[config.mk]
export PLATFORM = sky130hd
export DESIGN_NAME = lru_frame_replacer_core
export DESIGN_NICKNAME = d
export VERILOG_FILES = /design/src/lfr_pkg.sv /design/src/lfr_ctrl.sv /design/src/lfr_datapath.sv /design/src/lru_frame_replacer_core.sv
export VERILOG_INCLUDE_DIRS = /design/src /design/src/src
export SDC_FILE = /design/constraint.sdc
export NUM_CORES = 1
export LEC_CHECK = 0
export BUFFER_PORTS_ARGS = -buffer_cell sky130_fd_sc_hd__buf_4
export CORE_MARGIN = 5
export CORE_UTILIZATION = 45
export CTS_BUF_LIST = sky130_fd_sc_hd__clkbuf_8 sky130_fd_sc_hd__clkbuf_16
export CTS_CLUSTER_SIZE = 20
export DETAILED_ROUTE_END_ITERATION = 7
export PLACE_DENSITY = 0.57
export SYNTH_ARGS = -nofsm -noshare
export SYNTH_HDL_FRONTEND = slang
export SYNTH_SLANG_ARGS = --single-unit
[constraint.sdc]
create_clock -name i_clk -period 13 [get_ports i_clk]
set_clock_uncertainty 0.05 [all_clocks]
set_input_delay 0 -clock i_clk [delete_from_list [all_inputs] [get_ports i_clk]]
set_output_delay 0 -clock i_clk [all_outputs]
set_load 0.02 [all_outputs]
[src/lru_frame_replacer_core_assert.svh]
// assertion macros used by the lru frame replacer datapath
`ifndef LRU_FRAME_REPLACER_CORE_ASSERT_SVH
`define LRU_FRAME_REPLACER_CORE_ASSERT_SVH

// property that must hold at every edge out of reset
`define LFR_ASSERT_ALWAYS(label, clk, rst_n, expr, msg) \
    label: assert property (@(posedge clk) disable iff (!rst_n) (expr)) else $error(msg);

// same-cycle implication
`define LFR_ASSERT_IMPL(label, clk, rst_n, ante, cons, msg) \
    label: assert property (@(posedge clk) disable iff (!rst_n) (ante) |-> (cons)) \
        else $error(msg);

`endif

[src/lfr_pkg.sv]
// shared types and constants of the lru frame replacer
package lfr_pkg;

    localparam int FRAME_W = 6;
    localparam int COUNT_W = 7;
    localparam int ACTION_W = 2;
    localparam logic [COUNT_W-1:0] CAPACITY_RESET = 7'd64;

    typedef enum logic [ACTION_W-1:0] {
        ACT_UNPIN  = 2'd0,
        ACT_PIN    = 2'd1,
        ACT_VICTIM = 2'd2,
        ACT_SIZE   = 2'd3
    } t_action;

    typedef struct packed {
        logic load;
        logic exec;
    } t_dp_cmd;

    typedef struct packed {
        logic out_busy;
    } t_dp_status;

endpackage

[src/lfr_ctrl.sv]
// controller state machine of the lru frame replacer
module lfr_ctrl
    import lfr_pkg::*;
(
    input  logic       i_clk,
    input  logic       i_rst_n,
    input  logic       i_in_valid,
    output logic       o_in_stall,
    input  t_dp_status i_status,
    output t_dp_cmd    o_cmd
);

    typedef enum logic {
        S_IDLE,
        S_EXEC
    } t_state;

    t_state r_state;
    logic   r_in_stall;

    assign o_in_stall = r_in_stall;
    assign o_cmd.load = i_in_valid && !r_in_stall;
    assign o_cmd.exec = (r_state == S_EXEC) && !i_status.out_busy;

    always_ff @(posedge i_clk) begin
        if (!i_rst_n) begin
            r_state    <= S_IDLE;
            r_in_stall <= 1'b0;
        end else begin
            case (r_state)
                S_IDLE: begin
                    if (i_in_valid) begin
                        r_state    <= S_EXEC;
                        r_in_stall <= 1'b1;
                    end
                end
                S_EXEC: begin
                    if (!i_status.out_busy) begin
                        r_state    <= S_IDLE;
                        r_in_stall <= 1'b0;
                    end
                end
                default: begin
                    r_state    <= S_IDLE;
                    r_in_stall <= 1'b0;
                end
            endcase
        end
    end

endmodule

[src/lfr_datapath.sv]
// link memories, list registers and result register of the lru frame replacer
`include "lru_frame_replacer_core_assert.svh"

module lfr_datapath
    import lfr_pkg::*;
#(
    parameter int MAX_FRAMES = 64
) (
    input  logic                i_clk,
    input  logic                i_rst_n,
    input  t_dp_cmd             i_cmd,
    output t_dp_status          o_status,
    input  logic [COUNT_W-1:0]  i_capacity,
    input  logic [ACTION_W-1:0] i_action,
    input  logic [FRAME_W-1:0]  i_frame,
    output logic                o_out_valid,
    input  logic                i_out_stall,
    output logic                o_found,
    output logic [FRAME_W-1:0]  o_victim_frame,
    output logic [COUNT_W-1:0]  o_tracked_count
);

    localparam int IW = $clog2(MAX_FRAMES);

    logic [IW-1:0] r_next_mem [MAX_FRAMES];
    logic [IW-1:0] r_prev_mem [MAX_FRAMES];

    logic [MAX_FRAMES-1:0] r_tracked;
    logic [IW-1:0]         r_oldest;
    logic [IW-1:0]         r_newest;
    logic [COUNT_W-1:0]    r_count;

    t_action               r_action;
    logic [FRAME_W-1:0]    r_frame;
    logic [IW-1:0]         r_uidx;
    logic [IW-1:0]         r_rd_next;
    logic [IW-1:0]         r_rd_prev;

    logic                  r_out_valid;
    logic                  r_found;
    logic [FRAME_W-1:0]    r_vf;
    logic [COUNT_W-1:0]    r_cnt;

    logic [IW-1:0]         rd_addr;
    logic [IW-1:0]         fidx;
    logic                  fr_ok;
    logic                  is_tr;
    logic                  do_unpin;
    logic                  do_unlink;
    logic                  empty;

    logic                  next_we;
    logic [IW-1:0]         next_wa;
    logic [IW-1:0]         next_wd;
    logic                  prev_we;
    logic [IW-1:0]         prev_wa;
    logic [IW-1:0]         prev_wd;

    logic [IW-1:0]         n_oldest;
    logic [IW-1:0]         n_newest;
    logic [COUNT_W-1:0]    n_count;
    logic                  n_found;
    logic [FRAME_W-1:0]    n_vf;

    assign rd_addr = (t_action'(i_action) == ACT_VICTIM) ? r_oldest : IW'(i_frame);

    always_ff @(posedge i_clk) begin
        if (i_cmd.load) begin
            r_action  <= t_action'(i_action);
            r_frame   <= i_frame;
            r_uidx    <= rd_addr;
            r_rd_next <= r_next_mem[rd_addr];
        end
        if (next_we) begin
            r_next_mem[next_wa] <= next_wd;
        end
    end

    always_ff @(posedge i_clk) begin
        if (i_cmd.load) begin
            r_rd_prev <= r_prev_mem[rd_addr];
        end
        if (prev_we) begin
            r_prev_mem[prev_wa] <= prev_wd;
        end
    end

    assign fidx      = IW'(r_frame);
    assign fr_ok     = 32'(r_frame) < MAX_FRAMES;
    assign is_tr     = r_tracked[fidx];
    assign empty     = (r_count == '0);
    assign do_unpin  = (r_action == ACT_UNPIN) && fr_ok && !is_tr && (r_count < i_capacity);
    assign do_unlink = ((r_action == ACT_PIN) && fr_ok && is_tr) ||
                       ((r_action == ACT_VICTIM) && !empty);

    always_comb begin
        next_we  = 1'b0;
        next_wa  = r_newest;
        next_wd  = fidx;
        prev_we  = 1'b0;
        prev_wa  = fidx;
        prev_wd  = r_newest;
        n_oldest = r_oldest;
        n_newest = r_newest;
        n_count  = r_count;
        n_found  = !((r_action == ACT_VICTIM) && empty);
        n_vf     = ((r_action == ACT_VICTIM) && !empty) ? FRAME_W'(r_oldest) : '0;
        if (do_unpin) begin
            if (empty) begin
                n_oldest = fidx;
            end else begin
                next_we = i_cmd.exec;
                prev_we = i_cmd.exec;
            end
            n_newest = fidx;
            n_count  = r_count + 1'b1;
        end else if (do_unlink) begin
            if (r_count == COUNT_W'(1)) begin
                n_oldest = '0;
                n_newest = '0;
            end else if (r_uidx == r_oldest) begin
                n_oldest = r_rd_next;
            end else if (r_uidx == r_newest) begin
                n_newest = r_rd_prev;
            end else begin
                next_we = i_cmd.exec;
                next_wa = r_rd_prev;
                next_wd = r_rd_next;
                prev_we = i_cmd.exec;
                prev_wa = r_rd_next;
                prev_wd = r_rd_prev;
            end
            n_count = r_count - 1'b1;
        end
    end

    always_ff @(posedge i_clk) begin
        if (!i_rst_n) begin
            r_tracked   <= '0;
            r_oldest    <= '0;
            r_newest    <= '0;
            r_count     <= '0;
            r_out_valid <= 1'b0;
        end else begin
            if (i_cmd.exec) begin
                r_oldest <= n_oldest;
                r_newest <= n_newest;
                r_count  <= n_count;
                if (do_unpin) begin
                    r_tracked[fidx] <= 1'b1;
                end
                if (do_unlink) begin
                    r_tracked[r_uidx] <= 1'b0;
                end
            end
            r_out_valid <= i_cmd.exec || (r_out_valid && i_out_stall);
        end
    end

    always_ff @(posedge i_clk) begin
        if (i_cmd.exec) begin
            r_found <= n_found;
            r_vf    <= n_vf;
            r_cnt   <= n_count;
        end
    end

    assign o_status.out_busy = r_out_valid && i_out_stall;
    assign o_out_valid       = r_out_valid;
    assign o_found           = r_found;
    assign o_victim_frame    = r_vf;
    assign o_tracked_count   = r_cnt;

    `LFR_ASSERT_ALWAYS(a_count_matches_tracked, i_clk, i_rst_n, COUNT_W'($countones(r_tracked)) == r_count, "tracked bits disagree with count")
    `LFR_ASSERT_IMPL(a_empty_ends_zero, i_clk, i_rst_n, empty, (r_oldest == '0) && (r_newest == '0), "empty list with nonzero ends")
    `LFR_ASSERT_IMPL(a_ends_tracked, i_clk, i_rst_n, !empty, r_tracked[r_oldest] && r_tracked[r_newest], "list end not tracked")

endmodule

[src/lru_frame_replacer_core.sv]
// top level of the lru frame replacer with its configuration port
//
// Keeps evictable frames in least-recently-unpinned order as a doubly linked
// list in two single-port link memories. For each item, the accept cycle
// reads both link memories at the frame (or oldest frame for a victim
// request), and the execute state then updates the neighbor links and list
// registers and loads the result register; no new item is accepted until
// the current one has executed. A result held under i_out_stall does not
// block the accept of the next item, but holds that item in its execute
// state, with o_in_stall high, until the held result is taken. Link
// entries need no initialization; tracked bits clear at reset, with no
// clearing pass. capacity (reset 64) lies at byte address 0 and should be
// written only while the block is idle.
module lru_frame_replacer_core
    import lfr_pkg::*;
#(
    parameter int MAX_FRAMES = 64
) (
    input  logic                i_clk,
    input  logic                i_rst_n,
    input  logic                i_in_valid,
    output logic                o_in_stall,
    input  logic [ACTION_W-1:0] i_action,
    input  logic [FRAME_W-1:0]  i_frame,
    output logic                o_out_valid,
    input  logic                i_out_stall,
    output logic                o_found,
    output logic [FRAME_W-1:0]  o_victim_frame,
    output logic [COUNT_W-1:0]  o_tracked_count,
    input  logic                psel,
    input  logic                penable,
    input  logic                pwrite,
    input  logic [2:0]          paddr,
    input  logic [31:0]         pwdata,
    output logic [31:0]         prdata,
    output logic                pready
);

    localparam logic REG_CAPACITY = 1'b0;

    logic [COUNT_W-1:0] r_capacity;
    t_dp_cmd            cmd;
    t_dp_status         status;

    assign pready = 1'b1;
    assign prdata = (paddr[2] == REG_CAPACITY) ? {{(32-COUNT_W){1'b0}}, r_capacity} : '0;

    always_ff @(posedge i_clk) begin
        if (!i_rst_n) begin
            r_capacity <= CAPACITY_RESET;
        end else if (psel && penable && pwrite && pready && (paddr[2] == REG_CAPACITY)) begin
            r_capacity <= pwdata[COUNT_W-1:0];
        end
    end

    lfr_ctrl u_ctrl (
        .i_clk      (i_clk),
        .i_rst_n    (i_rst_n),
        .i_in_valid (i_in_valid),
        .o_in_stall (o_in_stall),
        .i_status   (status),
        .o_cmd      (cmd)
    );

    lfr_datapath #(
        .MAX_FRAMES (MAX_FRAMES)
    ) u_datapath (
        .i_clk           (i_clk),
        .i_rst_n         (i_rst_n),
        .i_cmd           (cmd),
        .o_status        (status),
        .i_capacity      (r_capacity),
        .i_action        (i_action),
        .i_frame         (i_frame),
        .o_out_valid     (o_out_valid),
        .i_out_stall     (i_out_stall),
        .o_found         (o_found),
        .o_victim_frame  (o_victim_frame),
        .o_tracked_count (o_tracked_count)
    );

endmodule
Yosys cells after proc, flatten, opt, wreduce, memory -nomap -nowiden:

Memories as Yosys holds them, arrays and structs flattened. A register that Yosys moved wholly into a read port is not among the register bits.
Cells that the tools add are included.

* $add $sub $neg: 2
* $lt $le $gt $ge: 5
* equality and inequality tests: 10
* mux-type cells: 48
* bitwise gates (word level): 5
* reductions and logical operators: 28

Operator list (number)
* $mux 64: 4
* $mux 6: 21
* $and 64x64->64: 1
* $not 64->64: 1
* $or 64x64->64: 1
* $mux 7: 3
* $mux 1: 15
* $lt 6x7->1 const B: 2
* $logic_and 1x1->1: 13
* $demux 1 s6: 2
* $eq 6x6->1: 2
* $ge 6x1->1 const B: 2
* $reduce_and 4->1: 2
* $add 7x1->7 const B: 1
* $eq 7x1->1 const B: 1
* $logic_not 7->1: 1
* $lt 7x7->1: 1
* $sub 7x1->7 const B: 1
* $bmux 1 s6: 1
* $ne 2x2->1 const B: 3
* $reduce_bool 3->1: 2
* $logic_not 1->1: 5
* $eq 2x2->1 const B: 2
* $pmux 1 s2: 2
* 7 further kinds: 9

* flip-flop bits (word level): 121
* RAM bits: 768
* input bits: 50
* output and inout bits: 49
* memories: 2

Memory list
* u_datapath.r_next_mem: depth 64, bits a word 6, rd ports 1, clocked after memory_dff 1, wr ports 1, RTL line lfr_datapath.sv:25 `logic [IW-1:0] r_next_mem [MAX_FRAMES];`
* u_datapath.r_prev_mem: depth 64, bits a word 6, rd ports 1, clocked after memory_dff 1, wr ports 1, RTL line lfr_datapath.sv:26 `logic [IW-1:0] r_prev_mem [MAX_FRAMES];`

Logic depth before layout (Yosys ltp):

* word-level depth: 10
* gate-level depth with buffers: 13
* mapped depth without buffers: 9

Modules after synthesis:

From an unflattened synthesis, not the netlist that was laid out.

* cell total of the unflattened synthesis: 2777
* area total of the unflattened synthesis: 38680.8 µm²

By module, submodules not included
* lfr_datapath: times used 1, cells an instance 2702, area an instance 38031.5 µm², seq. area each 25944.9 µm²
* lru_frame_replacer_core: times used 1, cells an instance 66, area an instance 556.8 µm², seq. area each 140.1 µm²
* lfr_ctrl: times used 1, cells an instance 9, area an instance 92.6 µm², seq. area each 40.0 µm²

Worst setup path after synthesis:

No wires, ideal clock.

* path kind: reg-to-reg
* from: register u_datapath.r_count[3]
* to: memory u_datapath.r_next_mem[63][0] (netlist bit), enable pin
* arrival: 5.528 ns
* data required time: 12.592 ns
* setup slack: 7.064 ns
* cell stages (with the launch flop): 12
* path buffers: 3
* period minus slack after synthesis: 5.936 ns
* path through: dfxtp_1 -> buf_2 -> nor4_2 -> nand3_1 -> o31a_1 -> buf_2 -> nand2_1 -> buf_4 -> nor2_1 -> o32ai_1 -> o21ai_1 -> nor2_1

RTL lines
* from (decl): RTL line lfr_datapath.sv:31 `logic [COUNT_W-1:0] r_count;`
* from (signal assigned): RTL line lfr_datapath.sv:148 `r_count <= n_count;`
* branches (longest 5 deep; another with $lt 7x7->1)
* $mux 6 (*): RTL line lfr_datapath.sv:108 `if (do_unpin) begin`
* net u_datapath.next_wa[0]: RTL line lfr_datapath.sv:53 `logic [IW-1:0] next_wa;`
* to (decl): RTL line lfr_datapath.sv:25

Mark *: on every way through the listed nets, which the timed path passes.

Worst setup path after layout:

* from: register u_datapath.r_frame[2] (netlist: u_datapath.fidx[2])
* to: memory u_datapath.r_prev_mem[20][3] (netlist bit), enable pin

* longest elaborated chain between the ends: 8

Ends and longest elaborated chain
* from (decl): RTL line lfr_datapath.sv:34 `logic [FRAME_W-1:0] r_frame;`
* from (signal assigned): RTL line lfr_datapath.sv:70 `r_frame <= i_frame;`
* $bmux 1 s6: RTL line lfr_datapath.sv:90 `assign is_tr = r_tracked[fidx];`
* $mux 1 (implied by the code): RTL line lfr_datapath.sv:90
* $logic_and 1x1->1 / $logic_not 1->1 (equally long branches): RTL line lfr_datapath.sv:93, lfr_datapath.sv:92
* $logic_or 1x1->1 / $logic_and 1x1->1 (equally long branches): RTL line lfr_datapath.sv:93, lfr_datapath.sv:92
* $mux 1 / $logic_and 1x1->1 (equally long branches): RTL line lfr_datapath.sv:117, lfr_datapath.sv:92
* $mux 1: RTL line lfr_datapath.sv:108
* $mux 1: RTL line lfr_datapath.sv:83 `if (prev_we) begin`
* $mux 1 (implied by the code): RTL line lfr_datapath.sv:84 `r_prev_mem[prev_wa] <= prev_wd;`
* to (decl): RTL line lfr_datapath.sv:26

Parallel ways exist; a longest one is shown, timed or not. The select of a mux whose other input is x is not followed.

==> metrics.txt <==
status=finished, final reports clean; Initial Util=0.454; RD Place Congestion=0.873; hold path start=i_action[1]; CP Capture Type=register; H-tree depth=3; hold crit path type=primary input to register; Clk Latency, worst-skew pair=0.67 ns; Slew headroom=0.106; CP Data Required Time=13.22 ns; Worst VDD drop=112 uV; RSZ-0062 raised after global routing=false; Nets=2927; R2R Path End=u_datapath.r_prev_mem[20][3]$_DFFE_PP_; DR pass1 iterations=6; Ys Warns=0; Fill cells=7271; total gr overflow=0; first-pass GRT wire length=149000 um; CTS Buffer Depth=3; Synth area leaders=edfxtp_1 (63%), mux2i_1 (6.1%), dfxtp_1 (4.8%); CP Max Fanout=74; period utilisation layout=0.429; Layout Area Growth over Synthesis=12.1%; critical path type=register to register; full die area=0.0922 mm^2; Syn Area/Cell=13.6 um^2; Ant. Diodes=0; row cnt=107; Die X=304 um; number of synthesized flops with an enable pin=808; Synth top area share=0.625; clock tree from TritonCTS=built; Synth Cell Area=0.0388 mm^2; Cell variety after synth=82; Pleak=14.7 nW; CTS root buf=clkbuf_16; fraction of registers with async set/reset=0; Detailed Route Iter0 Violations=2194; share of layout cells above drive strength 1=0.131; Max Clk Rate=179 MHz; port bufs=45; r2r setup slk=7.43 ns; sequential share of the synthesized area=0.673; Post-CTS Resized=0; vias=24.1k; max_cap viols=0; Arr. time, crit path=5.80 ns; final wirelength=98500 um; Synth Instances=2849; number of vias per cell=5.88; max-slew violation count=0; Cells on Worst Hold Path=2; endpoints failing setup=0; IO Pins=99; CP Launch Type=register; initial antenna violation count=1; DRC=0; Least-Margin Pin Slew=1.34 ns; number of CTS-inserted buffers=95; pwr dens=149 mW/mm^2; worst r2r src=u_datapath.fidx[2]$_DFFE_PP_; Yosys reg bits=901; setup TNS=0 ns; Post-DP HPWL=58900 um; Final Hold Viols=0; Core ar.=0.0854 mm^2; Post-synth top flop=edfxtp_1; drt wl/cell=24.1 um; vias in the first global route=23.9k; Final Critical Period=5.57 ns; DIE HEIGHT=304 um; leading area contributor after synthesis=edfxtp_1; number of routed nets with antenna violations=0; clock sink total=901; Worst-path clk slew=0.06 ns; largest net degree at the start of global routing=167; Pwr Total=6.46 mW; WHS Endpoint=u_datapath.r_action[1]$_DFFE_PP_; worst r2r path cells=12; GRT Util Overall=0.207
-- Yosys cell counts (6+ instances only) --
cell type / instances
edfxtp_1: 808
nand2_1: 493
mux2i_1: 238
nor2_1: 177
clkbuf_1: 130
and3_1: 112
a311oi_1: 98
dfxtp_1: 93
nor3_1: 88
mux4_2: 48
a211oi_1: 45
buf_2: 43
a21oi_1: 39
nand3_1: 38
o221a_2: 38
inv_1: 32
buf_4: 29
o21ai_0: 24
o311ai_0: 24
buf_1: 16
o211ai_1: 16
o31a_1: 13
o22ai_1: 12
xnor2_1: 12
nand2b_1: 11
a2111oi_2: 10
a221oi_1: 9
ha_1: 9
nor2b_1: 9
xor2_1: 7
a22oi_1: 6
and2_1: 6
nand3b_1: 6
nand4_1: 6
nor4_1: 6
nor4b_2: 6
-- stage by stage --
step / cell area, um^2 / worst slack [ns] / util / cells / hold slack, ns
floorplan: 38900 / 7.06 / - / 2873 / 0.0249
global placement: 40200 / 7.56 / 0.471 / 3888 / 0.139
detailed placement: 40200 / 7.46 / 0.471 / 3888 / 0.141
CTS: 43500 / 7.42 / 0.510 / 4090 / 0.0117
global route: 43500 / 7.21 / 0.510 / 4090 / 0.0272
finish: 43500 / 7.43 / 0.510 / 4090 / 0.0290
-- layout make-up --
type / count / area [um^2] / area share
clock inverter: 80 / 662 / 0.0152
sequential: 901 / 26100 / 0.600
clock buffer: 95 / 2380 / 0.0546
multi-input combinational: 1711 / 11800 / 0.270
tap: 1144 / 1430 / 0.0329
inverter: 38 / 153 / 0.00351
timing repair buffer: 121 / 1000 / 0.0230
-- worst max-delay path: stages, from the launching register on --
cell      delay [ns]
edfxtp_1        0.78
nand2b_1        0.50
o22ai_1         0.20
o211ai_1        0.19
and4_1          0.53
o221ai_2        0.17
buf_4           0.24
nand3_1         0.11
buf_4           0.31
and2_1          0.74
inv_2           0.11
buf_4           0.34
nor3_1          0.87
-- registers in the layout (all words and copies together), names as in the netlist, 7 cells and up --
name,count
u_datapath.r_next_mem,384
u_datapath.r_prev_mem,384
u_datapath.r_tracked,64
r_capacity,7
u_datapath.o_tracked_count,7
u_datapath.r_count,7
-- placed cells by master (no fill, tap or decap), types with 7 or more instances in the layout --
| cell type | n |
|---|---|
| conb_1 | 26 |
| nor2_1 | 175 |
| nand2b_1 | 11 |
| a21oi_1 | 39 |
| xnor2_1 | 12 |
| inv_1 | 51 |
| nand3_1 | 38 |
| o31a_1 | 13 |
| clkinv_2 | 18 |
| clkbuf_16 | 95 |
| o211ai_1 | 16 |
| mux4_2 | 48 |
| and3_1 | 112 |
| ha_1 | 9 |
| a221oi_1 | 9 |
| a2111oi_2 | 10 |
| mux2i_1 | 233 |
| o22ai_1 | 12 |
| o21ai_0 | 18 |
| a311oi_1 | 98 |
| nand2_1 | 488 |
| o311ai_0 | 24 |
| buf_4 | 92 |
| xor2_1 | 7 |
| o221a_2 | 38 |
| edfxtp_1 | 808 |
| clkinv_1 | 23 |
| nor3_1 | 88 |
| nor4b_2 | 7 |
| nor2b_1 | 8 |
| a211oi_1 | 45 |
| bufinv_16 | 8 |
| dfxtp_1 | 93 |
| dlygate4sd3_1 | 27 |
-- how the worst max path moves through the flow --
| stage | start | end | slack (ns) | cells past startpoint |
|---|---|---|---|---|
| after global placement | u_datapath.fidx[1]$_DFFE_PP_ | u_datapath.r_prev_mem[38][1]$_DFFE_PP_ | 7.56 | 12 |
| final | u_datapath.fidx[2]$_DFFE_PP_ | u_datapath.r_prev_mem[20][3]$_DFFE_PP_ | 7.43 | 12 |
| after detailed placement | u_datapath.fidx[1]$_DFFE_PP_ | u_datapath.r_prev_mem[20][4]$_DFFE_PP_ | 7.46 | 12 |
| after CTS | u_datapath.fidx[2]$_DFFE_PP_ | u_datapath.r_prev_mem[20][2]$_DFFE_PP_ | 7.42 | 12 |
| after global routing | u_datapath.fidx[2]$_DFFE_PP_ | u_datapath.r_prev_mem[20][2]$_DFFE_PP_ | 7.21 | 12 |
| after floorplan | u_datapath.r_count[3]$_SDFFE_PN0P_ | u_datapath.r_next_mem[63][0]$_DFFE_PP_ | 7.06 | 11 |
-- what timing repair did --
action / in CTS / in global routing
hold buffers: 27 / 0
endpoints found under the hold margin: 99 / 0
setup buffers: 0 / 0
endpoints found under the setup margin: 0 / 0
-- cells by family (layout without fill, tap and decap cells) --
kind of cell,Yosys count,count (layout),share of synthesized area
XOR/XNOR,19,19,0.00429
AO/OA/AOI/OAI,385,385,0.0846
other,2,26,0.000193
buffers and inverters,261,334,0.0305
multiplexers,291,291,0.0909
adder cells (fa/ha/maj),9,9,0.00290
AND/OR/NAND/NOR,981,981,0.114
flip-flops,901,901,0.673
-- routing by layer --
layer  track usage  share of wire
met1         0.295           0.43
met2         0.339           0.48
met3        0.0322          0.068
met4        0.0513          0.022
met5             0              0
-- report_power, final --
part / total (mW) / switching (mW) / leakage (nW) / internal (mW)
combinational: 0.598 / 0.422 / 4.94 / 0.176
sequential: 3.25 / 0.0309 / 8.17 / 3.22
clock: 2.61 / 1.12 / 1.56 / 1.49
No activity file was read; power rests on OpenSTA's default activity.
